<file path="config.mk">
export PLATFORM = sky130hd
export DESIGN_NAME = round_robin_slice_scheduler_core
export DESIGN_NICKNAME = d
export VERILOG_FILES = /design/src/rtl/rrss_pkg.sv /design/src/rtl/round_robin_slice_scheduler_core.sv /design/src/rtl/rrss_slot_table.sv
export SDC_FILE = /design/constraint.sdc
export NUM_CORES = 1
export LEC_CHECK = 0
export ABC_AREA = 1
export BUFFER_PORTS_ARGS = -buffer_cell sky130_fd_sc_hd__buf_2
export CELL_PAD_IN_SITES_DETAIL_PLACEMENT = 0
export CELL_PAD_IN_SITES_GLOBAL_PLACEMENT = 1
export CORE_MARGIN = 10
export CORE_UTILIZATION = 44
export CTS_CLUSTER_SIZE = 12
export DETAILED_ROUTE_END_ITERATION = 10
export GPL_ROUTABILITY_DRIVEN = 0
export GPL_TIMING_DRIVEN = 0
export HOLD_SLACK_MARGIN = 0.03
export MAX_ROUTING_LAYER = met4
export PLACE_DENSITY_LB_ADDON = 0.1
export SYNTH_ARGS = -nofsm -noshare
export SYNTH_HDL_FRONTEND = slang
export SYNTH_SLANG_ARGS = --single-unit
</file>
<file path="constraint.sdc">
create_clock -name i_clk -period 5.5 [get_ports i_clk]
set_input_delay 0.275 -clock i_clk [delete_from_list [all_inputs] [get_ports i_clk]]
set_output_delay 0.275 -clock i_clk [all_outputs]
set_load 0.01 [all_outputs]
</file>
<file path="src/rtl/rrss_pkg.sv">
// ----------------------------------------------------------------------------
// rrss_pkg
// shared widths, codes and interface structs of the round-robin slice
// scheduler
// ----------------------------------------------------------------------------
package rrss_pkg;

    localparam int SLOTS_DEF  = 8;

    localparam int ACT_W      = 2;
    localparam int SLOT_FW    = 3;
    localparam int BURST_W    = 16;
    localparam int ARRIVAL_W  = 16;
    localparam int TIME_W     = 32;
    localparam int QUANTUM_W  = 8;
    localparam int START_W    = 16;
    localparam int CFG_IDX_W  = 2;
    localparam int CFG_DATA_W = 16;

    // input word actions
    localparam logic [ACT_W-1:0] ACT_LOAD    = 2'd0;
    localparam logic [ACT_W-1:0] ACT_STEP    = 2'd1;
    localparam logic [ACT_W-1:0] ACT_RESTART = 2'd2;

    // configuration register indexes
    localparam logic [CFG_IDX_W-1:0] CFG_QUANTUM = 2'd0;
    localparam logic [CFG_IDX_W-1:0] CFG_START   = 2'd1;

    localparam logic [QUANTUM_W-1:0] QUANTUM_RST = 8'd3;
    localparam logic [START_W-1:0]   START_RST   = 16'd1;
    localparam logic [TIME_W-1:0]    TIME_MAX    = 32'hFFFF_FFFF;

    // write into the slot table (index travels beside it)
    typedef struct packed {
        logic               en;
        logic               done;
        logic [BURST_W-1:0] burst;
        logic [TIME_W-1:0]  ready;
    } t_slot_wr;

    // outcome of one scan over the slot table
    typedef struct packed {
        logic               valid;
        logic               found;
        logic [BURST_W-1:0] burst;
        logic [TIME_W-1:0]  ready;
    } t_scan_res;

endpackage

</file>
<file path="src/rtl/round_robin_slice_scheduler_core.sv">
// ----------------------------------------------------------------------------
// round_robin_slice_scheduler_core
// load and restart words are taken while idle; a step word blocks the next
// accept through the slot scan, which reads one memory entry per cycle,
// and the write back, which waits until the result register is free;
// the result register is loaded at write back
// synchronous active-low reset: all slots done, time = 1, totals zero,
// quantum 3, start time 1; slot burst and ready memory is not cleared
// ----------------------------------------------------------------------------
module round_robin_slice_scheduler_core #(
    parameter int  SLOTS  = rrss_pkg::SLOTS_DEF,
    localparam int SLOT_W = $clog2(SLOTS)
) (
    input  logic                                i_clk,
    input  logic                                i_rst_n,

    // input words
    input  logic                                i_valid,
    output logic                                o_ready,
    input  logic [rrss_pkg::ACT_W-1:0]          i_action,
    input  logic [rrss_pkg::SLOT_FW-1:0]        i_slot,
    input  logic [rrss_pkg::BURST_W-1:0]        i_burst,
    input  logic [rrss_pkg::ARRIVAL_W-1:0]      i_arrival,

    // result words
    output logic                                o_valid,
    input  logic                                i_ready,
    output logic [rrss_pkg::SLOT_FW-1:0]        o_chosen_slot,
    output logic [rrss_pkg::TIME_W-1:0]         o_slice_start,
    output logic [rrss_pkg::TIME_W-1:0]         o_slice_end,
    output logic                                o_finished,
    output logic                                o_idle,
    output logic                                o_all_done,
    output logic [rrss_pkg::TIME_W-1:0]         o_total_wait,
    output logic [rrss_pkg::TIME_W-1:0]         o_total_busy,

    // configuration writes
    input  logic                                i_cfg_we,
    input  logic [rrss_pkg::CFG_IDX_W-1:0]      i_cfg_idx,
    input  logic [rrss_pkg::CFG_DATA_W-1:0]     i_cfg_wdata
);

    localparam int TW = rrss_pkg::TIME_W;
    localparam int BW = rrss_pkg::BURST_W;

    typedef enum logic [2:0] {
        S_IDLE   = 3'b001,
        S_SCAN   = 3'b010,
        S_UPDATE = 3'b100
    } t_state;

    // saturating add of two time values
    function automatic logic [TW-1:0] sat_add(input logic [TW-1:0] a,
                                              input logic [TW-1:0] b);
        logic [TW:0] s;
        s = {1'b0, a} + {1'b0, b};
        return s[TW] ? rrss_pkg::TIME_MAX : s[TW-1:0];
    endfunction

    t_state                          r_state, n_state;
    logic [rrss_pkg::QUANTUM_W-1:0]  r_quantum;
    logic [rrss_pkg::START_W-1:0]    r_start;
    logic [TW-1:0]                   r_time;
    logic [TW-1:0]                   r_wait;
    logic [TW-1:0]                   r_busy_sum;
    logic                            r_o_valid;

    logic [rrss_pkg::SLOT_FW-1:0]    r_o_slot;
    logic [TW-1:0]                   r_o_start;
    logic [TW-1:0]                   r_o_end;
    logic                            r_o_fin;
    logic                            r_o_idle;
    logic                            r_o_all;
    logic [TW-1:0]                   r_o_wait;
    logic [TW-1:0]                   r_o_busy;

    rrss_pkg::t_slot_wr              tbl_wr;
    logic [SLOT_W-1:0]               tbl_wr_idx;
    rrss_pkg::t_scan_res             scan_res;
    logic [SLOT_W-1:0]               scan_pick;
    logic [SLOTS-1:0]                done_vec;

    logic                            in_fire;
    logic                            load_ok;
    logic                            scan_start;
    logic                            upd_fire;
    logic [BW-1:0]                   q_ext;
    logic                            fin;
    logic [BW-1:0]                   len;
    logic [TW-1:0]                   upd_time;
    logic [TW-1:0]                   upd_wait;
    logic [TW-1:0]                   upd_busy;
    logic [SLOTS-1:0]                done_after;

    assign o_ready    = (r_state == S_IDLE);
    assign in_fire    = i_valid && o_ready;
    // loads beyond the table are dropped
    assign load_ok    = ((SLOT_W + 3)'(i_slot) < (SLOT_W + 3)'(SLOTS));
    assign scan_start = in_fire && (i_action == rrss_pkg::ACT_STEP);
    // write back only once the result register is free
    assign upd_fire   = (r_state == S_UPDATE) && (!r_o_valid || i_ready);

    rrss_slot_table #(
        .SLOTS      (SLOTS)
    ) u_table (
        .i_clk      (i_clk),
        .i_rst_n    (i_rst_n),
        .i_start    (scan_start),
        .i_cur_time (r_time),
        .i_wr       (tbl_wr),
        .i_wr_idx   (tbl_wr_idx),
        .o_res      (scan_res),
        .o_pick     (scan_pick),
        .o_done     (done_vec)
    );

    // slice arithmetic on the scan outcome
    always_comb begin
        q_ext    = BW'(r_quantum);
        fin      = (scan_res.burst <= q_ext);
        if (!scan_res.found) begin
            len = BW'(1);           // idle tick
        end else if (fin) begin
            len = scan_res.burst;
        end else begin
            len = q_ext;
        end
        upd_time = sat_add(r_time, TW'(len));
        // ready time never exceeds current time, so no wrap here
        upd_wait = sat_add(r_wait, r_time - scan_res.ready);
        upd_busy = sat_add(r_busy_sum, TW'(len));
        done_after = done_vec;
        if (scan_res.found && fin) begin
            done_after = done_vec | (SLOTS'(1) << scan_pick);
        end
    end

    // single table write port: load in idle, write back after a scan
    always_comb begin
        tbl_wr     = '0;
        tbl_wr_idx = SLOT_W'(i_slot);
        if (upd_fire) begin
            tbl_wr_idx   = scan_pick;
            tbl_wr.en    = scan_res.found;
            tbl_wr.done  = fin;
            tbl_wr.burst = fin ? '0 : (scan_res.burst - q_ext);
            tbl_wr.ready = fin ? scan_res.ready : upd_time;
        end else if (in_fire && (i_action == rrss_pkg::ACT_LOAD)) begin
            tbl_wr.en    = load_ok;
            tbl_wr.done  = 1'b0;
            tbl_wr.burst = i_burst;
            tbl_wr.ready = TW'(i_arrival);
        end
    end

    always_comb begin
        n_state = r_state;
        case (r_state)
            S_IDLE: begin
                if (scan_start) begin
                    n_state = S_SCAN;
                end
            end
            S_SCAN: begin
                if (scan_res.valid) begin
                    n_state = S_UPDATE;
                end
            end
            S_UPDATE: begin
                if (upd_fire) begin
                    n_state = S_IDLE;
                end
            end
            default: n_state = S_IDLE;
        endcase
    end

    always_ff @(posedge i_clk) begin
        if (!i_rst_n) begin
            r_state    <= S_IDLE;
            r_quantum  <= rrss_pkg::QUANTUM_RST;
            r_start    <= rrss_pkg::START_RST;
            r_time     <= TW'(rrss_pkg::START_RST);
            r_wait     <= '0;
            r_busy_sum <= '0;
            r_o_valid  <= 1'b0;
        end else begin
            r_state <= n_state;

            if (i_cfg_we) begin
                case (i_cfg_idx)
                    rrss_pkg::CFG_QUANTUM: r_quantum <= i_cfg_wdata[rrss_pkg::QUANTUM_W-1:0];
                    rrss_pkg::CFG_START:   r_start   <= i_cfg_wdata[rrss_pkg::START_W-1:0];
                    default: ;
                endcase
            end

            if (in_fire && (i_action == rrss_pkg::ACT_RESTART)) begin
                r_time     <= TW'(r_start);
                r_wait     <= '0;
                r_busy_sum <= '0;
            end

            if (upd_fire) begin
                r_time <= upd_time;
                if (scan_res.found) begin
                    r_wait     <= upd_wait;
                    r_busy_sum <= upd_busy;
                end
            end

            if (upd_fire) begin
                r_o_valid <= 1'b1;
            end else if (i_ready) begin
                r_o_valid <= 1'b0;
            end
        end
    end

    // result register
    always_ff @(posedge i_clk) begin
        if (upd_fire) begin
            r_o_start <= r_time;
            r_o_end   <= upd_time;
            r_o_idle  <= !scan_res.found;
            r_o_all   <= &done_after;
            if (scan_res.found) begin
                r_o_slot <= rrss_pkg::SLOT_FW'(scan_pick);
                r_o_fin  <= fin;
                r_o_wait <= upd_wait;
                r_o_busy <= upd_busy;
            end else begin
                r_o_slot <= '0;
                r_o_fin  <= 1'b0;
                r_o_wait <= r_wait;
                r_o_busy <= r_busy_sum;
            end
        end
    end

    assign o_valid       = r_o_valid;
    assign o_chosen_slot = r_o_slot;
    assign o_slice_start = r_o_start;
    assign o_slice_end   = r_o_end;
    assign o_finished    = r_o_fin;
    assign o_idle        = r_o_idle;
    assign o_all_done    = r_o_all;
    assign o_total_wait  = r_o_wait;
    assign o_total_busy  = r_o_busy;

    // the table must not change under a running scan
    a_no_write_in_scan: assert property (@(posedge i_clk) disable iff (!i_rst_n)
        (r_state == S_SCAN) |-> !tbl_wr.en)
        else $error("slot table written during scan");

    a_scan_done_in_scan: assert property (@(posedge i_clk) disable iff (!i_rst_n)
        scan_res.valid |-> (r_state == S_SCAN))
        else $error("scan finished outside scan state");

    a_idle_not_finished: assert property (@(posedge i_clk) disable iff (!i_rst_n)
        (o_valid && o_idle) |-> !o_finished)
        else $error("idle slice marked finished");

    a_end_after_start: assert property (@(posedge i_clk) disable iff (!i_rst_n)
        o_valid |-> (o_slice_end >= o_slice_start))
        else $error("slice ends before it starts");

    a_update_presents: assert property (@(posedge i_clk) disable iff (!i_rst_n)
        upd_fire |=> ((r_state == S_IDLE) && r_o_valid))
        else $error("write back did not present a result");

endmodule

</file>
<file path="src/rtl/rrss_slot_table.sv">
// ----------------------------------------------------------------------------
// rrss_slot_table
// slot memory with done flags and a one-entry-per-cycle scan for the
// earliest ready unfinished process
// ----------------------------------------------------------------------------
module rrss_slot_table #(
    parameter int  SLOTS  = rrss_pkg::SLOTS_DEF,
    localparam int SLOT_W = $clog2(SLOTS),
    localparam int CNT_W  = $clog2(SLOTS + 1)
) (
    input  logic                              i_clk,
    input  logic                              i_rst_n,
    input  logic                              i_start,
    input  logic [rrss_pkg::TIME_W-1:0]       i_cur_time,
    input  rrss_pkg::t_slot_wr                i_wr,
    input  logic [SLOT_W-1:0]                 i_wr_idx,
    output rrss_pkg::t_scan_res               o_res,
    output logic [SLOT_W-1:0]                 o_pick,
    output logic [SLOTS-1:0]                  o_done
);

    localparam int ENT_W = rrss_pkg::BURST_W + rrss_pkg::TIME_W;

    logic [ENT_W-1:0]              r_mem [SLOTS];
    logic [ENT_W-1:0]              r_rd_data;
    logic [SLOTS-1:0]              r_done;
    logic                          r_busy;
    logic                          r_fin;
    logic                          r_found;
    logic [CNT_W-1:0]              r_cnt;
    logic [rrss_pkg::TIME_W-1:0]   r_best;
    logic [rrss_pkg::BURST_W-1:0]  r_burst;
    logic [SLOT_W-1:0]             r_pick;

    logic [CNT_W-1:0]              cnt_m1;
    logic [SLOT_W-1:0]             cmp_idx;
    logic [rrss_pkg::BURST_W-1:0]  rd_burst;
    logic [rrss_pkg::TIME_W-1:0]   rd_ready;
    logic                          cnt_last;
    logic                          take;

    // memory: one write port, one registered read port
    always_ff @(posedge i_clk) begin
        if (i_wr.en) begin
            r_mem[i_wr_idx] <= {i_wr.burst, i_wr.ready};
        end
        if (r_busy && (r_cnt < CNT_W'(SLOTS))) begin
            r_rd_data <= r_mem[r_cnt[SLOT_W-1:0]];
        end
    end

    // read data is registered, so it belongs to the entry before the address counter
    always_comb begin
        cnt_m1   = r_cnt - CNT_W'(1);
        cmp_idx  = cnt_m1[SLOT_W-1:0];
        rd_burst = r_rd_data[ENT_W-1:rrss_pkg::TIME_W];
        rd_ready = r_rd_data[rrss_pkg::TIME_W-1:0];
        cnt_last = (r_cnt == CNT_W'(SLOTS));
        // ties go to the later slot, hence <= against the best so far
        take     = r_busy && (r_cnt != '0) && !r_done[cmp_idx] &&
                   (rd_ready <= i_cur_time) && (!r_found || (rd_ready <= r_best));
    end

    always_ff @(posedge i_clk) begin
        if (!i_rst_n) begin
            r_busy  <= 1'b0;
            r_fin   <= 1'b0;
            r_found <= 1'b0;
            r_cnt   <= '0;
        end else begin
            r_fin <= 1'b0;
            if (i_start) begin
                r_busy  <= 1'b1;
                r_found <= 1'b0;
                r_cnt   <= '0;
            end else if (r_busy) begin
                if (take) begin
                    r_found <= 1'b1;
                end
                if (cnt_last) begin
                    r_busy <= 1'b0;
                    r_fin  <= 1'b1;
                end else begin
                    r_cnt <= r_cnt + CNT_W'(1);
                end
            end
        end
    end

    always_ff @(posedge i_clk) begin
        if (take) begin
            r_best  <= rd_ready;
            r_burst <= rd_burst;
            r_pick  <= cmp_idx;
        end
    end

    // done flags, all set at reset
    always_ff @(posedge i_clk) begin
        if (!i_rst_n) begin
            r_done <= '1;
        end else if (i_wr.en) begin
            r_done[i_wr_idx] <= i_wr.done;
        end
    end

    assign o_res.valid = r_fin;
    assign o_res.found = r_found;
    assign o_res.burst = r_burst;
    assign o_res.ready = r_best;
    assign o_pick      = r_pick;
    assign o_done      = r_done;

endmodule

</file>
-- Word-level counts from Yosys, hierarchy flattened
Memory sizes are Yosys's and may differ from the RTL's. A register that Yosys moved wholly into a read port is not among the register bits.
Cells that the tools add are included.
- memory bits (read-only): 0
- register bits: 324
- memories kept: 1
- bits of input ports: 60
- memory bits (writable): 384
- latch bits: 0
- memories (memory ; depth ; bits a word ; rd ports ; clocked after Yosys merged registers in ; write ports ; RTL line ; RTL):
    u_table.r_mem ; 8 ; 48 ; 1 ; 1 ; 1 ; rrss_slot_table.sv:24 ; logic [ENT_W-1:0] r_mem [SLOTS];
- reductions and logical operators: 30
- magnitude comparators: 7
- add/sub/neg operators: 7
- bitwise operators: 4
- shift-type cells: 1
- divide/modulo/power cells: 0
- muxes and demuxes: 38
- multiply operators: 0
- equal/unequal tests: 10
- operators with widths (kind ; count):
    32-bit 2-to-1 mux ; 14
    50-bit 2-to-1 mux ; 2
    32-bit by 16-bit adder with 33-bit output ; 2
    32-bit <= comparator ; 2
    16-bit 2-to-1 mux ; 3
    32-bit by 32-bit adder with 33-bit output ; 1
    32-bit subtractor ; 1
    16-bit by 8-bit <= comparator with 1-bit output ; 1
    16-bit by 8-bit subtractor with 16-bit output ; 1
    1-bit logical AND ; 12
    3-bit 2-to-1 mux ; 4
    1-bit 2-to-1 mux ; 10
    3-bit case mux with 3 select lines ; 1
    8-bit bitwise mux ; 1
    3-bit by 4-bit < comparator with 1-bit output, second input constant ; 2
    8-bit 2-to-1 mux ; 1
    8-bit OR ; 1
    2-bit AND reduction ; 4
    8-bit AND reduction ; 1
    1-bit by 3-bit << shifter with 8-bit output, first input constant ; 1
    4-bit by 1-bit adder with 4-bit output, second input constant ; 1
    2-bit by 1-bit == test with 1-bit output, second input constant ; 2
    4-bit == test, second input constant ; 1
    2-bit zero test ; 2
    19 further kinds ; 26

-- Logic depth before layout (Yosys ltp)
- word-level depth: 9
- depth in mapped cells: 30

-- By module
From an unflattened synthesis, not the netlist that was laid out.
- cell total of the unflattened synthesis: 4159
- area, all modules: 38379.3 um^2
- by module, submodules not included (module ; instances ; cells an instance ; seq. area each (um^2) ; area an instance (um^2)):
    rrss_slot_table ; 1 ; 1568 ; 14804.2 ; 20173.1
    round_robin_slice_scheduler_core ; 1 ; 2591 ; 6506.2 ; 18206.2

-- Worst setup path before layout
No wires, ideal clock.
- path kind: reg2reg
- start point: reg r_state[2]
- end point: reg r_o_all (netlist: o_all_done) (enable)
- arrival: 4938 ps
- setup slack: 11 ps
- period minus slack after synthesis: 5489 ps
- setup time: 551 ps
- required time: 4949 ps
- stages on the path, launching flop included: 7
- cell sequence: dfxtp_1 inv_1 nor3_1 nand2_1 inv_1 clkbuf_1 clkbuf_1
- cells in the longest elaborated chain, start to end: 2
- ends and longest elaborated chain (what ; RTL line ; RTL):
    start: declaration ; round_robin_slice_scheduler_core.sv:60 ; t_state r_state, n_state;
    start signal: assignment ; round_robin_slice_scheduler_core.sv:188 ; r_state <= n_state;
    3-bit == test ; round_robin_slice_scheduler_core.sv:101 ; assign upd_fire = (r_state == S_UPDATE) && (!r_o_valid || i_ready);
    1-bit logical AND ; round_robin_slice_scheduler_core.sv:101 ;
    net upd_fire ; round_robin_slice_scheduler_core.sv:86 ; logic upd_fire;
    end signal: assignment ; round_robin_slice_scheduler_core.sv:226 ; r_o_all <= &done_after;
    end: declaration ; round_robin_slice_scheduler_core.sv:73 ; logic r_o_all;
The timed path passes the listed nets, and every way through them passes these cells.
A chain may end at the register's enable or synchronous reset.

==> results.py <==
metrics = {
    "cells_and_area": {
        "syn_to_final_growth_pct": 15.1,
        "fin_nets": 4585,
        "fill_cells": 8051,
        "final_core_util_pct": 51.1,
        "layout-drive-gt1-share_pct": 10.1,
        "diodes": 0,
    },
    "synth": {
        "synth_top_area_share_pct": 49.1,
        "yosysUniqueCellTypes": 58,
        "ys_warn_count": 0,
        "synthTopCellsByArea": "edfxtp_1, nand2_1, dfxtp_1, nor2_1, ha_1",
        "ys_seq_area_share_pct": 56.4,
        "async_flop_share_pct": 0,
        "synth_area_um2": 37800,
        "synth_commonest_cells": "nand2_1, edfxtp_1, nor2_1, inv_1, o21ai_0",
        "synth-edff-count": 617,
        "ys_ff_latch": 756,
        "yosys.area.top_type": "edfxtp_1",
        "avgSynthCellArea_um2": 9.35,
        "synth.most_common_cell": "nand2_1",
        "syn_inst": 4041,
        "yosys_most_used_dff": "edfxtp_1",
    },
    "grt": {
        "grt_pass1_vias": 28600,
        "grt_use_total_pct": 24.9,
        "grt_pass1_wl_um": 180000,
        "antenna_found_initial": 2,
        "grt_start_max_net_pins": 70,
        "grt_overflow_total": 0,
    },
    "setup_path": {
        "critical_path_class": "flip-flop to flip-flop",
        "worstPathArrival_ns": 5.53,
        "cp_max_fo": 10,
        "r2r-start": "u_table.r_found",
        "critPathLaunch": "u_table.r_found",
        "end_kind": "flip-flop",
        "startpoint_type": "flip-flop",
        "required_ns": 5.70,
    },
    "placement": {
        "place_ws_ns": -0.879,
        "io_buffer_count": 195,
        "hpwl_um": 94000,
    },
    "clock_tree": {
        "tritoncts": "done",
        "clkTransAtPathRegs_ns": 0.06,
        "clock_latency_ns": 0.66,
        "cts.path.max_buffers": 3,
        "htreeDepth": 3,
        "numCtsBuffers": 83,
        "clock-sinks": 756,
        "cts_root_buf": "clkbuf_16",
    },
    "worst_hold_path": {
        "holdCritStartpoint": "i_cfg_wdata[13]",
        "hold_class": "input port to flip-flop",
    },
    "route": {
        "drc": 0,
        "via_count": 29900,
        "vias_per_cell": 5.37,
        "drt_iter0_markers": 2552,
        "firstDrtPassIters": 6,
        "wl_um": 122000,
        "post_drt_wl_per_cell_um": 21.9,
        "postRouteAntennaNets": 0,
    },
    "timing": {
        "fin_ws_ns": 0.170,
        "max_slew.worst_pin.slew_ns": 1.38,
        "finalSetupViolations": 0,
        "fmax_mhz": 188,
        "hold_viol": 0,
        "fin_skew_ns": 0.0296,
        "period_share_pct": 96.9,
        "maxSlewViolCount": 0,
        "slew_headroom_pct": 7.20,
        "fin_crit_ns": 5.33,
        "rsz0062_at_grt": "no",
    },
    "floorplanning": {
        "die_w_um": 313,
        "start_util_pct": 44.4,
        "die_h_um": 313,
        "std_cell_rows": 107,
        "dieArea_um2": 98000,
        "io_pins": 196,
        "core_um2": 85100,
    },
    "pwr": {
        "power_density_nw_per_um2": 282,
        "p_total_uw": 12300,
        "ir_drop_mv": 0.322,
        "leakage_uw": 0.0165,
    },
    "status": {
        "status": "finished, final reports clean",
    },
    "flow_run": {
        "drv_cap": 0,
    },
}
metal layers:
| metal | vias up | GRT usage [%] | share of wire [%] |
|---|---|---|---|
| met5 | - | - | 0 |
| met4 | 0 | 7.55 | 2.9 |
| met3 | 169 | 3.61 | 6.6 |
| met2 | 1032 | 38.9 | 45 |
| met1 | 14200 | 33.4 | 45 |
| li1 | 14500 | - | - |
placed cells by master, fill, tap and decap left out, drive strengths merged, types with 139 or more instances in the layout:
cell | Yosys | layout
inv | 401 | 404
ha | 159 | 159
nand3 | 170 | 170
buf | 30 | 240
dfxtp | 139 | 139
clkbuf | 123 | 240
o21ai | 383 | 383
nand2 | 787 | 787
nor2 | 563 | 563
edfxtp | 617 | 617
a21oi | 243 | 244
registers in the layout, summed over array words and instances (netlist names), 3 cells and up:
signal             count
u_table.r_burst       16
r_busy_sum            32
r_time                32
o_total_busy          32
u_table.r_rd_data     48
u_table.o_done         8
r_start               16
r_wait                32
u_table.r_mem        384
u_table.r_best        32
o_chosen_slot          3
u_table.o_pick         3
o_total_wait          32
r_state                3
o_slice_start         32
u_table.r_cnt          4
r_quantum              8
o_slice_end           32
worst max-delay path: stages, from the launching register on:
cell and delay, ns:
dfxtp_1 0.30, clkbuf_1 0.30, clkbuf_1 0.54, clkbuf_2 0.53, clkdlybuf4s15_2 0.58, o211ai_1 0.30
ha_1 0.28, ha_1 0.18, inv_1 0.05, nand2_1 0.18, nand2_2 0.15, nand2_2 0.08
nand3_2 0.08, nand2_2 0.11, nand2_2 0.12, nand2_2 0.08, nand2_4 0.10, buf_6 0.20
nand3_2 0.17, nand2_1 0.10, o21ai_0 0.43
kinds of logic (layout without fill, tap and decap cells):
family	count (synthesis)	after routing	share of synthesized area, %
other	1	16	0.00993
AND/OR/NAND/NOR	1647	1647	18.4
adder cells (fa/ha/maj)	162	162	5.43
AO/OA/AOI/OAI	836	837	12.1
XOR/XNOR	82	82	1.90
flip-flops	756	756	56.4
buffers and inverters	557	929	5.68
what timing repair did:
action                                  CTS  global route
gates cloned                              1             0
hold buffers                             11             0
pin swaps                                 1             3
gates resized for setup                  17            13
buffers inserted                          0             4
endpoints found under the setup margin  337            59
hold endpoints to repair                 16             0
stage by stage:
step	TNS, ns	hold slack [ns]	instance area (µm²)	std cells
after CTS	-0.00116	0.0306	43400	5569
final	0	0.0460	43500	5573
after detailed placement	-88.56	0.405	40600	5407
after floorplan	0	0.400	37800	4056
after global routing	0	0.0498	43500	5573
after global placement	-1249.06	0.401	40200	5395
power by group:
group / internal [µW] / leakage, µW / total, µW / switching [µW]
clock network: 3230 / 0.00130 / 5570 / 2350
registers: 6190 / 0.00606 / 6210 / 22.6
logic: 123 / 0.00916 / 473 / 350
total: 9540 / 0.0165 / 12300 / 2720
path summary, 6_finish.rpt:
kind | end | slack [ns] | cells past startpoint
worst max-delay path | u_table.r_mem[4][23] | 0.17 | 20
worst min-delay path | r_start[13] | 0.05 | 3
worst max register to register | u_table.r_mem[4][23] | 0.17 | 20
worst min register to register | u_table.r_burst[7] | 0.42 | 0
cell type report:
class | instances | area [µm²] | share of cell area [%]
well taps | 1144 | 1430 | 3.29
plain buffers | 152 | 644 | 1.48
clock buffers | 118 | 2270 | 5.22
inverters | 404 | 1520 | 3.49
flip-flops and latches | 756 | 21300 | 49.0
repair buffers | 222 | 1370 | 3.15
multi-input cells | 2744 | 14500 | 33.4
clock inverters | 33 | 417 | 0.958
Note: power is estimated with default switching activity, not from simulation.
